==> src/hdl/op_timing_scheduler_core_assert.svh <==
// Assertion macros shared by the scheduler modules.
// Each macro expects signals named clk and rst_n in the module that uses it.
`ifndef OP_TIMING_SCHEDULER_CORE_ASSERT_SVH
`define OP_TIMING_SCHEDULER_CORE_ASSERT_SVH

// Same-cycle implication.
`define OTS_ASSERT_NOW(lbl, ante, cons, msg) \
    lbl: assert property (@(posedge clk) disable iff (!rst_n) (ante) |-> (cons)) \
        else $error(msg);

// Next-cycle implication.
`define OTS_ASSERT_NEXT(lbl, ante, cons, msg) \
    lbl: assert property (@(posedge clk) disable iff (!rst_n) (ante) |=> (cons)) \
        else $error(msg);

`endif

==> src/hdl/ots_pkg.sv <==
`timescale 1ns / 1ps

package ots_pkg;

    localparam int TIME_W = 48;

    typedef logic [TIME_W-1:0] time_t;

    typedef struct packed {
        logic [31:0] read_bytes;
        logic [31:0] write_bytes;
        logic [31:0] work_cycles;
        logic [7:0]  launch_overhead;
    } req_t;

    typedef struct packed {
        logic [1:0]  unit_chosen;
        time_t       start_time;
        time_t       end_time;
        logic [26:0] bus_read_cycles;
        logic [32:0] busy_cycles;
        logic [26:0] bus_write_cycles;
        time_t       op_number;
        time_t       makespan;
    } rsp_t;

    // Saturating time add; a is never above all-ones, b stays well below 2^47.
    function automatic time_t sat_add(input time_t a, input time_t b);
        logic [TIME_W:0] sum;
        sum = {1'b0, a} + {1'b0, b};
        return sum[TIME_W] ? '1 : sum[TIME_W-1:0];
    endfunction

    function automatic time_t later(input time_t a, input time_t b);
        return (a > b) ? a : b;
    endfunction

endpackage

==> src/hdl/ots_cost.sv <==
`timescale 1ns / 1ps

`include "op_timing_scheduler_core_assert.svh"

module ots_cost #(
    parameter int BUS_BYTES_PER_CYCLE = 64,
    parameter int CYC_W = 27
) (
    input  logic               clk,
    input  logic               rst_n,
    input  logic               src_valid,
    output logic               src_ready,
    input  ots_pkg::req_t      src,
    output logic               dst_valid,
    input  logic               dst_ready,
    output logic [CYC_W-1:0]   rd_cycles,
    output logic [CYC_W-1:0]   wr_cycles,
    output logic [32:0]        busy_cycles
);

    // floor(y / C) == (y * RECIP) >> SHIFT for every 32-bit y
    localparam int SHIFT = 32 + $clog2(BUS_BYTES_PER_CYCLE);
    localparam longint unsigned RECIP =
        ((64'd1 << SHIFT) + BUS_BYTES_PER_CYCLE - 1) / BUS_BYTES_PER_CYCLE;

    logic              valid_reg;
    logic [CYC_W-1:0]  rd_reg;
    logic [CYC_W-1:0]  wr_reg;
    logic [32:0]       busy_reg;

    logic [CYC_W-1:0]  rd_next;
    logic [CYC_W-1:0]  wr_next;
    logic [32:0]       busy_next;
    logic [64:0]       rd_prod;
    logic [64:0]       wr_prod;
    logic [64:0]       rd_quot;
    logic [64:0]       wr_quot;
    logic              load;

    assign src_ready = !valid_reg || dst_ready;
    assign load      = src_valid && src_ready;

    // Ceiling division as floor((bytes - 1) / C) + 1; zero bytes give zero cycles.
    always_comb
    begin
        rd_prod   = {33'b0, src.read_bytes - 32'd1} * {32'b0, 33'(RECIP)};
        wr_prod   = {33'b0, src.write_bytes - 32'd1} * {32'b0, 33'(RECIP)};
        rd_quot   = (rd_prod >> SHIFT) + 65'd1;
        wr_quot   = (wr_prod >> SHIFT) + 65'd1;
        rd_next   = (src.read_bytes == 32'd0) ? '0 : CYC_W'(rd_quot);
        wr_next   = (src.write_bytes == 32'd0) ? '0 : CYC_W'(wr_quot);
        busy_next = {1'b0, src.work_cycles} + {25'b0, src.launch_overhead};
    end

    always_ff @(posedge clk or negedge rst_n)
    begin
        if (!rst_n)
        begin
            valid_reg <= 1'b0;
        end
        else if (src_ready)
        begin
            valid_reg <= src_valid;
        end
    end

    always_ff @(posedge clk)
    begin
        if (load)
        begin
            rd_reg   <= rd_next;
            wr_reg   <= wr_next;
            busy_reg <= busy_next;
        end
    end

    assign dst_valid   = valid_reg;
    assign rd_cycles   = rd_reg;
    assign wr_cycles   = wr_reg;
    assign busy_cycles = busy_reg;

    `OTS_ASSERT_NEXT(a_rd_zero, load, (rd_reg == '0) == ($past(src.read_bytes) == 32'd0), "read cycle count disagrees with zero byte count")

endmodule

==> src/hdl/ots_sched.sv <==
`timescale 1ns / 1ps

`include "op_timing_scheduler_core_assert.svh"

module ots_sched #(
    parameter int NUM_UNITS = 4,
    parameter int CYC_W = 27
) (
    input  logic               clk,
    input  logic               rst_n,
    input  logic               cost_valid,
    output logic               cost_ready,
    input  logic [CYC_W-1:0]   rd_cycles,
    input  logic [CYC_W-1:0]   wr_cycles,
    input  logic [32:0]        busy_cycles,
    output logic               rsp_valid,
    input  logic               rsp_ready,
    output ots_pkg::rsp_t      rsp
);

    localparam int IDX_W = (NUM_UNITS > 1) ? $clog2(NUM_UNITS) : 1;
    localparam int LEAVES = 1 << IDX_W;
    localparam int NODES = 2 * LEAVES - 1;

    ots_pkg::time_t    bus_reg;
    ots_pkg::time_t    unit_reg [NUM_UNITS];
    ots_pkg::time_t    latest_reg;
    ots_pkg::time_t    ops_reg;
    logic              rsp_valid_reg;
    ots_pkg::rsp_t     rsp_reg;

    ots_pkg::time_t    bus_next;
    ots_pkg::time_t    latest_next;
    ots_pkg::time_t    ops_next;
    ots_pkg::rsp_t     rsp_next;

    ots_pkg::time_t    rd_finish;
    ots_pkg::time_t    work_finish;
    ots_pkg::time_t    wr_finish;
    ots_pkg::time_t    node_val [NODES];
    logic [IDX_W-1:0]  node_idx [NODES];
    logic [IDX_W-1:0]  best_idx;
    logic [IDX_W+1:0]  idx_ext;
    logic [CYC_W+26:0] rd_ext;
    logic [CYC_W+26:0] wr_ext;
    logic              load;

    assign cost_ready = !rsp_valid_reg || rsp_ready;
    assign load       = cost_valid && cost_ready;

    always_comb
    begin
        rd_finish = ots_pkg::sat_add(bus_reg, ots_pkg::TIME_W'(rd_cycles));

        // Leaves: earliest start on each unit; padding never wins a tie.
        for (int i = 0; i < NUM_UNITS; i++)
        begin
            node_val[LEAVES-1+i] = ots_pkg::later(rd_finish, unit_reg[i]);
            node_idx[LEAVES-1+i] = IDX_W'(i);
        end
        for (int i = NUM_UNITS; i < LEAVES; i++)
        begin
            node_val[LEAVES-1+i] = '1;
            node_idx[LEAVES-1+i] = IDX_W'(i);
        end
        // Minimum tree, left child wins ties so the lowest index is kept.
        for (int k = LEAVES - 2; k >= 0; k--)
        begin
            if (node_val[2*k+2] < node_val[2*k+1])
            begin
                node_val[k] = node_val[2*k+2];
                node_idx[k] = node_idx[2*k+2];
            end
            else
            begin
                node_val[k] = node_val[2*k+1];
                node_idx[k] = node_idx[2*k+1];
            end
        end
        best_idx = node_idx[0];

        work_finish = ots_pkg::sat_add(node_val[0], ots_pkg::TIME_W'(busy_cycles));
        wr_finish   = ots_pkg::sat_add(work_finish, ots_pkg::TIME_W'(wr_cycles));

        bus_next    = load ? wr_finish : bus_reg;
        latest_next = load ? ots_pkg::later(latest_reg, wr_finish) : latest_reg;
        ops_next    = (load && (ops_reg != '1)) ? ops_reg + 48'd1 : ops_reg;

        idx_ext = {2'b0, best_idx};
        rd_ext  = {27'b0, rd_cycles};
        wr_ext  = {27'b0, wr_cycles};

        rsp_next.unit_chosen      = idx_ext[1:0];
        rsp_next.start_time       = bus_reg;
        rsp_next.end_time         = wr_finish;
        rsp_next.bus_read_cycles  = rd_ext[26:0];
        rsp_next.busy_cycles      = busy_cycles;
        rsp_next.bus_write_cycles = wr_ext[26:0];
        rsp_next.op_number        = ops_next;
        rsp_next.makespan         = latest_next;
    end

    always_ff @(posedge clk or negedge rst_n)
    begin
        if (!rst_n)
        begin
            bus_reg       <= '0;
            latest_reg    <= '0;
            ops_reg       <= '0;
            rsp_valid_reg <= 1'b0;
            for (int i = 0; i < NUM_UNITS; i++)
            begin
                unit_reg[i] <= '0;
            end
        end
        else
        begin
            bus_reg    <= bus_next;
            latest_reg <= latest_next;
            ops_reg    <= ops_next;
            if (cost_ready)
            begin
                rsp_valid_reg <= cost_valid;
            end
            for (int i = 0; i < NUM_UNITS; i++)
            begin
                if (load && (best_idx == IDX_W'(i)))
                begin
                    unit_reg[i] <= work_finish;
                end
            end
        end
    end

    always_ff @(posedge clk)
    begin
        if (load)
        begin
            rsp_reg <= rsp_next;
        end
    end

    assign rsp_valid = rsp_valid_reg;
    assign rsp       = rsp_reg;

    `OTS_ASSERT_NOW(a_phase_order, rsp_valid_reg, rsp_reg.start_time <= rsp_reg.end_time, "write completes before read starts")
    `OTS_ASSERT_NOW(a_span_cover, rsp_valid_reg, rsp_reg.makespan >= rsp_reg.end_time, "makespan below end time")
    `OTS_ASSERT_NEXT(a_op_count, load && (ops_reg != '1), ops_reg == $past(ops_reg) + 48'd1, "operation count did not advance")
    `OTS_ASSERT_NEXT(a_bus_mono, 1'b1, bus_reg >= $past(bus_reg), "bus ready time moved backwards")

endmodule

==> src/hdl/op_timing_scheduler_core.sv <==
`timescale 1ns / 1ps

// Channel  | Handshake              | Payload            | Moves
// ---------+------------------------+--------------------+-------------------------------
// request  | req_valid / req_ready  | req_data (req_t)   | one operation to place
// response | rsp_valid / rsp_ready  | rsp_data (rsp_t)   | placement and timing, one each
//
// One request per cycle sustained while rsp_ready stays high.
// Each request passes three registers: request capture, bus-cost stage (reciprocal multiply),
// and the schedule stage, where the state loop closes through its own registers.
// Stall: every stage loads when empty or when the stage after it drains; ready runs back
// combinationally from rsp_ready, so a held response still lets earlier stages fill.
// Reset (rst_n, asynchronous) empties the pipe and clears bus, unit, makespan and count state.
module op_timing_scheduler_core #(
    parameter int NUM_UNITS = 4,
    parameter int BUS_BYTES_PER_CYCLE = 64
) (
    input  logic          clk,
    input  logic          rst_n,
    input  logic          req_valid,
    output logic          req_ready,
    input  ots_pkg::req_t req_data,
    output logic          rsp_valid,
    input  logic          rsp_ready,
    output ots_pkg::rsp_t rsp_data
);

    // Widest bus cycle count: ceiling of the largest byte count over the bus width.
    localparam longint unsigned MaxCycles =
        (64'hFFFF_FFFF + BUS_BYTES_PER_CYCLE - 1) / BUS_BYTES_PER_CYCLE;
    localparam int CYC_W = $clog2(MaxCycles + 1);

    logic               hold_valid_reg;
    ots_pkg::req_t      req_reg;
    logic               cost_in_ready;

    logic               cost_valid;
    logic               cost_ready;
    logic [CYC_W-1:0]   rd_cycles;
    logic [CYC_W-1:0]   wr_cycles;
    logic [32:0]        busy_cycles;

    // Capture the request; take a new one whenever this slot is empty or drains.
    assign req_ready = !hold_valid_reg || cost_in_ready;

    always_ff @(posedge clk or negedge rst_n)
    begin
        if (!rst_n)
        begin
            hold_valid_reg <= 1'b0;
        end
        else if (req_ready)
        begin
            hold_valid_reg <= req_valid;
        end
    end

    always_ff @(posedge clk)
    begin
        if (req_valid && req_ready)
        begin
            req_reg <= req_data;
        end
    end

    // Bus read and write cycle counts and compute busy time.
    ots_cost #(
        .BUS_BYTES_PER_CYCLE (BUS_BYTES_PER_CYCLE),
        .CYC_W               (CYC_W)
    ) u_cost (
        .clk         (clk),
        .rst_n       (rst_n),
        .src_valid   (hold_valid_reg),
        .src_ready   (cost_in_ready),
        .src         (req_reg),
        .dst_valid   (cost_valid),
        .dst_ready   (cost_ready),
        .rd_cycles   (rd_cycles),
        .wr_cycles   (wr_cycles),
        .busy_cycles (busy_cycles)
    );

    // Queue the read on the bus, pick the earliest unit, queue the write-back.
    ots_sched #(
        .NUM_UNITS (NUM_UNITS),
        .CYC_W     (CYC_W)
    ) u_sched (
        .clk         (clk),
        .rst_n       (rst_n),
        .cost_valid  (cost_valid),
        .cost_ready  (cost_ready),
        .rd_cycles   (rd_cycles),
        .wr_cycles   (wr_cycles),
        .busy_cycles (busy_cycles),
        .rsp_valid   (rsp_valid),
        .rsp_ready   (rsp_ready),
        .rsp         (rsp_data)
    );

endmodule

==> config.mk <==
export PLATFORM = sky130hd
export DESIGN_NAME = op_timing_scheduler_core
export DESIGN_NICKNAME = d
export VERILOG_FILES = /design/src/hdl/ots_pkg.sv /design/src/hdl/ots_cost.sv /design/src/hdl/ots_sched.sv /design/src/hdl/op_timing_scheduler_core.sv
export VERILOG_INCLUDE_DIRS = /design/src /design/src/hdl
export SDC_FILE = /design/constraint.sdc
export NUM_CORES = 2
export LEC_CHECK = 0
export BUFFER_PORTS_ARGS = -buffer_cell sky130_fd_sc_hd__buf_2
export CAP_MARGIN = 10
export CORE_MARGIN = 3
export CORE_UTILIZATION = 61
export CTS_CLUSTER_DIAMETER = 120
export DETAILED_ROUTE_END_ITERATION = 6
export PLACE_DENSITY = 0.8
export SLEW_MARGIN = 20
export SYNTH_ARGS = -nofsm -noshare
export SYNTH_HDL_FRONTEND = slang
export SYNTH_SLANG_ARGS = --single-unit
==> constraint.sdc <==
create_clock -name clk -period 31.6 [get_ports clk]
set_input_delay 4.74 -clock clk [delete_from_list [all_inputs] [get_ports clk]]
set_output_delay 4.74 -clock clk [all_outputs]
set_load 0.005 [all_outputs]
==> reports/metrics.csv <==
metric,value,unit
final WL,178900,um
total gr overflow,0,
fraction of registers with async set/reset,41.80,%
#FFs+latches synth,811,
"Setup violations, final",0,
FMAX,0.03588,GHz
Synth Warn #,0,
routed vias,42860,
Clock H-tree levels,3,
final hold vios,0,
Hold Path Stages,0,
vias in the first global route,41540,
Via density,6.476,
Initial Utilization,62.18,%
Hold/Removal Path Class,reg2reg,
DPL Wire Length,135900,um
Die Span Y,290.9,um
CP Class,reg2reg,
CP Launch Type,flop,
Yosys top cell area share,28.62,%
"Net count, final",6086,
CP max stage delay,0.91,ns
Post-synth EDFFs,472,
Avg WL per Cell,27.03,um
Max Slew Vio Count,0,
global-route wire length before repair,263900,um
TritonCTS buffer count,85,
Yosys top cell by area,edfxtp_1,
core area,79640,um2
Clock Path Buffers,3,
post-route clock period utilization,88.20,%
sequential area share after synthesis,45.75,%
residual DRC count,0,
Resized cells post-CTS,0,
"Hold-fix buffers, CTS",0,
"Avg Cell Area, Syn",9.650,um2
Post-Place Cells,6457,
endpoint type of the worst setup path,flop,
Root Buffer,clkbuf_16,
post-CTS setup buffer count,0,
critical path's slowest cell,nor4_1,
Main synth FF type,edfxtp_1,
fill count,5953,
syn nets,5723,
gr usage total,41.34,%
RePlAce Congestion,1.068,
"most common cell after layout, fill and taps aside",a21oi_1,
pin count of the biggest net entering global routing,184,
Gate Count Post-Synth,5132,
Least-Margin Pin Slew,1.333,ns
Syn-to-layout area delta,12.52,%
Initial DRC Count,4893,
clk sinks,811,
die area,84640,um2
number of max-cap violations,0,
Routed Antenna Nets,0,
Fin Setup TNS,0,ns
Max Fanout on Critical Path,78,
Critical Path RT,32.10,ns
min Tclk post-route,27.87,ns
CTS tree,done,
relative slew slack,10.41,%
RSZ-0062 raised after global routing,no,
FP Rows,103,
later-pin clock latency in the skew report,0.69,ns
IO Pins,391,
initial antenna violation count,3,
Post-Synth XOR/XNOR Area,4.138,%
clock skew,0.04696,ns
"Reg clk slew, reported paths",0.06,ns
Die X,290.9,um
worst setup margin,3.729,ns
post-synthesis cell area,49520,um2
Yosys cell types,102,
"top cells by area, synth","edfxtp_1, dfrtp_1, ha_1, a21oi_1, nor2_1",
IO buf count,390,
fraction of layout cells with a size suffix above 1,12.72,%
largest family of logic cells by synthesized area,compound AO/OA/AOI/OAI gates,
TritonRoute pass-1 iters,6,
Post-Layout Cell Count,6618,
Place WS,4.698,ns
R2R depth,96,
outcome,completed,
Most common cell on crit path,a21oi_1,
Largest register FFs,281,
CP arrival,28.37,ns
simple-gate portion of the synthesized area,15.59,%
post-synthesis compound-gate area fraction,16.46,%
adder and majority gate portion of the synthesized area,12.26,%
most frequent cells in the layout,"a21oi_1, nor2_1, ha_1",
multiplexer share of the synthesized area,1.503,%
[critical path: cells and delay by family, from the launching register on]
| family | cells | cell delay (ns) |
|---|---|---|
| XOR/XNOR | 1 | 0.14 |
| adder cells (fa/ha/maj) | 8 | 2.49 |
| AO/OA/AOI/OAI | 50 | 13.40 |
| flip-flops | 1 | 0.40 |
| multiplexers | 1 | 0.36 |
| AND/OR/NAND/NOR | 25 | 7.04 |
| buffers and inverters | 11 | 3.66 |
[layer usage]
metal  vias up  part of all wire [%]  GRT usage [%]
li1      19300                     -              -
met1     20570                    38          53.63
met2      2505                    46          65.40
met3       486                    11          9.888
met4         4                   5.7          20.27
met5         -                0.0084              0
[per-stage QoR]
| step | instance area (um2) | hold slack (ns) | utilization [%] |
|---|---|---|---|
| global placement | 52690 | 0.4372 | 66.16 |
| floorplan | 49520 | 0.4196 | - |
| detailed placement | 52710 | 0.4457 | 66.18 |
| finish | 55720 | 0.4686 | 69.97 |
| global route | 55720 | 0.4787 | 69.96 |
| CTS | 55690 | 0.4623 | 69.93 |
[path summary, 6_finish.rpt]
check	start	to	slack, ns
worst max-delay path	u_cost.rd_cycles[10]	u_sched.rsp[8]	3.73
worst min-delay path	u_cost.rd_cycles[15]	u_sched.rsp[171]	0.47
worst max register to register	u_cost.rd_cycles[10]	u_sched.rsp[8]	3.73
worst min register to register	u_cost.rd_cycles[15]	u_sched.rsp[171]	0.47
max in group asynchronous	rst_n	u_sched.unit_reg[174]	25.43
min in group asynchronous	rst_n	u_sched.unit_reg[53]	4.08
[cell type report]
cell class	instances	area [um2]	share of cell area, %
clock inverter	63	769.5	1.381
antenna	2	5.005	0.008982
inverter	353	1333	2.391
timing repair buffer	466	2554	4.583
tap	1050	1314	2.358
sequential	811	22660	40.66
multi-input combinational	3778	24880	44.64
clock buffer	95	2216	3.977
[logic make-up (layout without fill, tap and decap cells)]
logic type	Yosys count	in the layout
AND/OR/NAND/NOR	1635	1635
AO/OA/AOI/OAI	1355	1355
flip-flops	811	811
buffers and inverters	543	977
adder cells (fa/ha/maj)	483	483
XOR/XNOR	234	234
multiplexers	71	71
other	0	2
[synth_stat cells, types with 17 or more instances]
library cell  number
o31ai_1           21
nand3_1          115
nand4_1          127
ha_1             479
a21o_1            75
o2111ai_1         19
clkbuf_1         135
xnor2_1          161
o21a_1            36
inv_1            348
a21boi_0          18
or3_1             30
xor2_1            73
and3_1            47
nor3_1            69
a211oi_1          31
o21bai_1          17
edfxtp_1         472
mux2i_1           53
and2_1            75
nor2b_1           39
or2_2             17
dfrtp_1          339
nand2_1          410
buf_2             27
nor4_1            30
nand2b_1          33
mux2_2            17
a31oi_1           71
a21oi_1          580
and4_1            18
buf_1             20
nor2_1           577
o211ai_1          37
o21ai_0          289
Power is not shown: default switching activity piles up to over one toggle a cycle in this logic, so the estimate is an artifact.
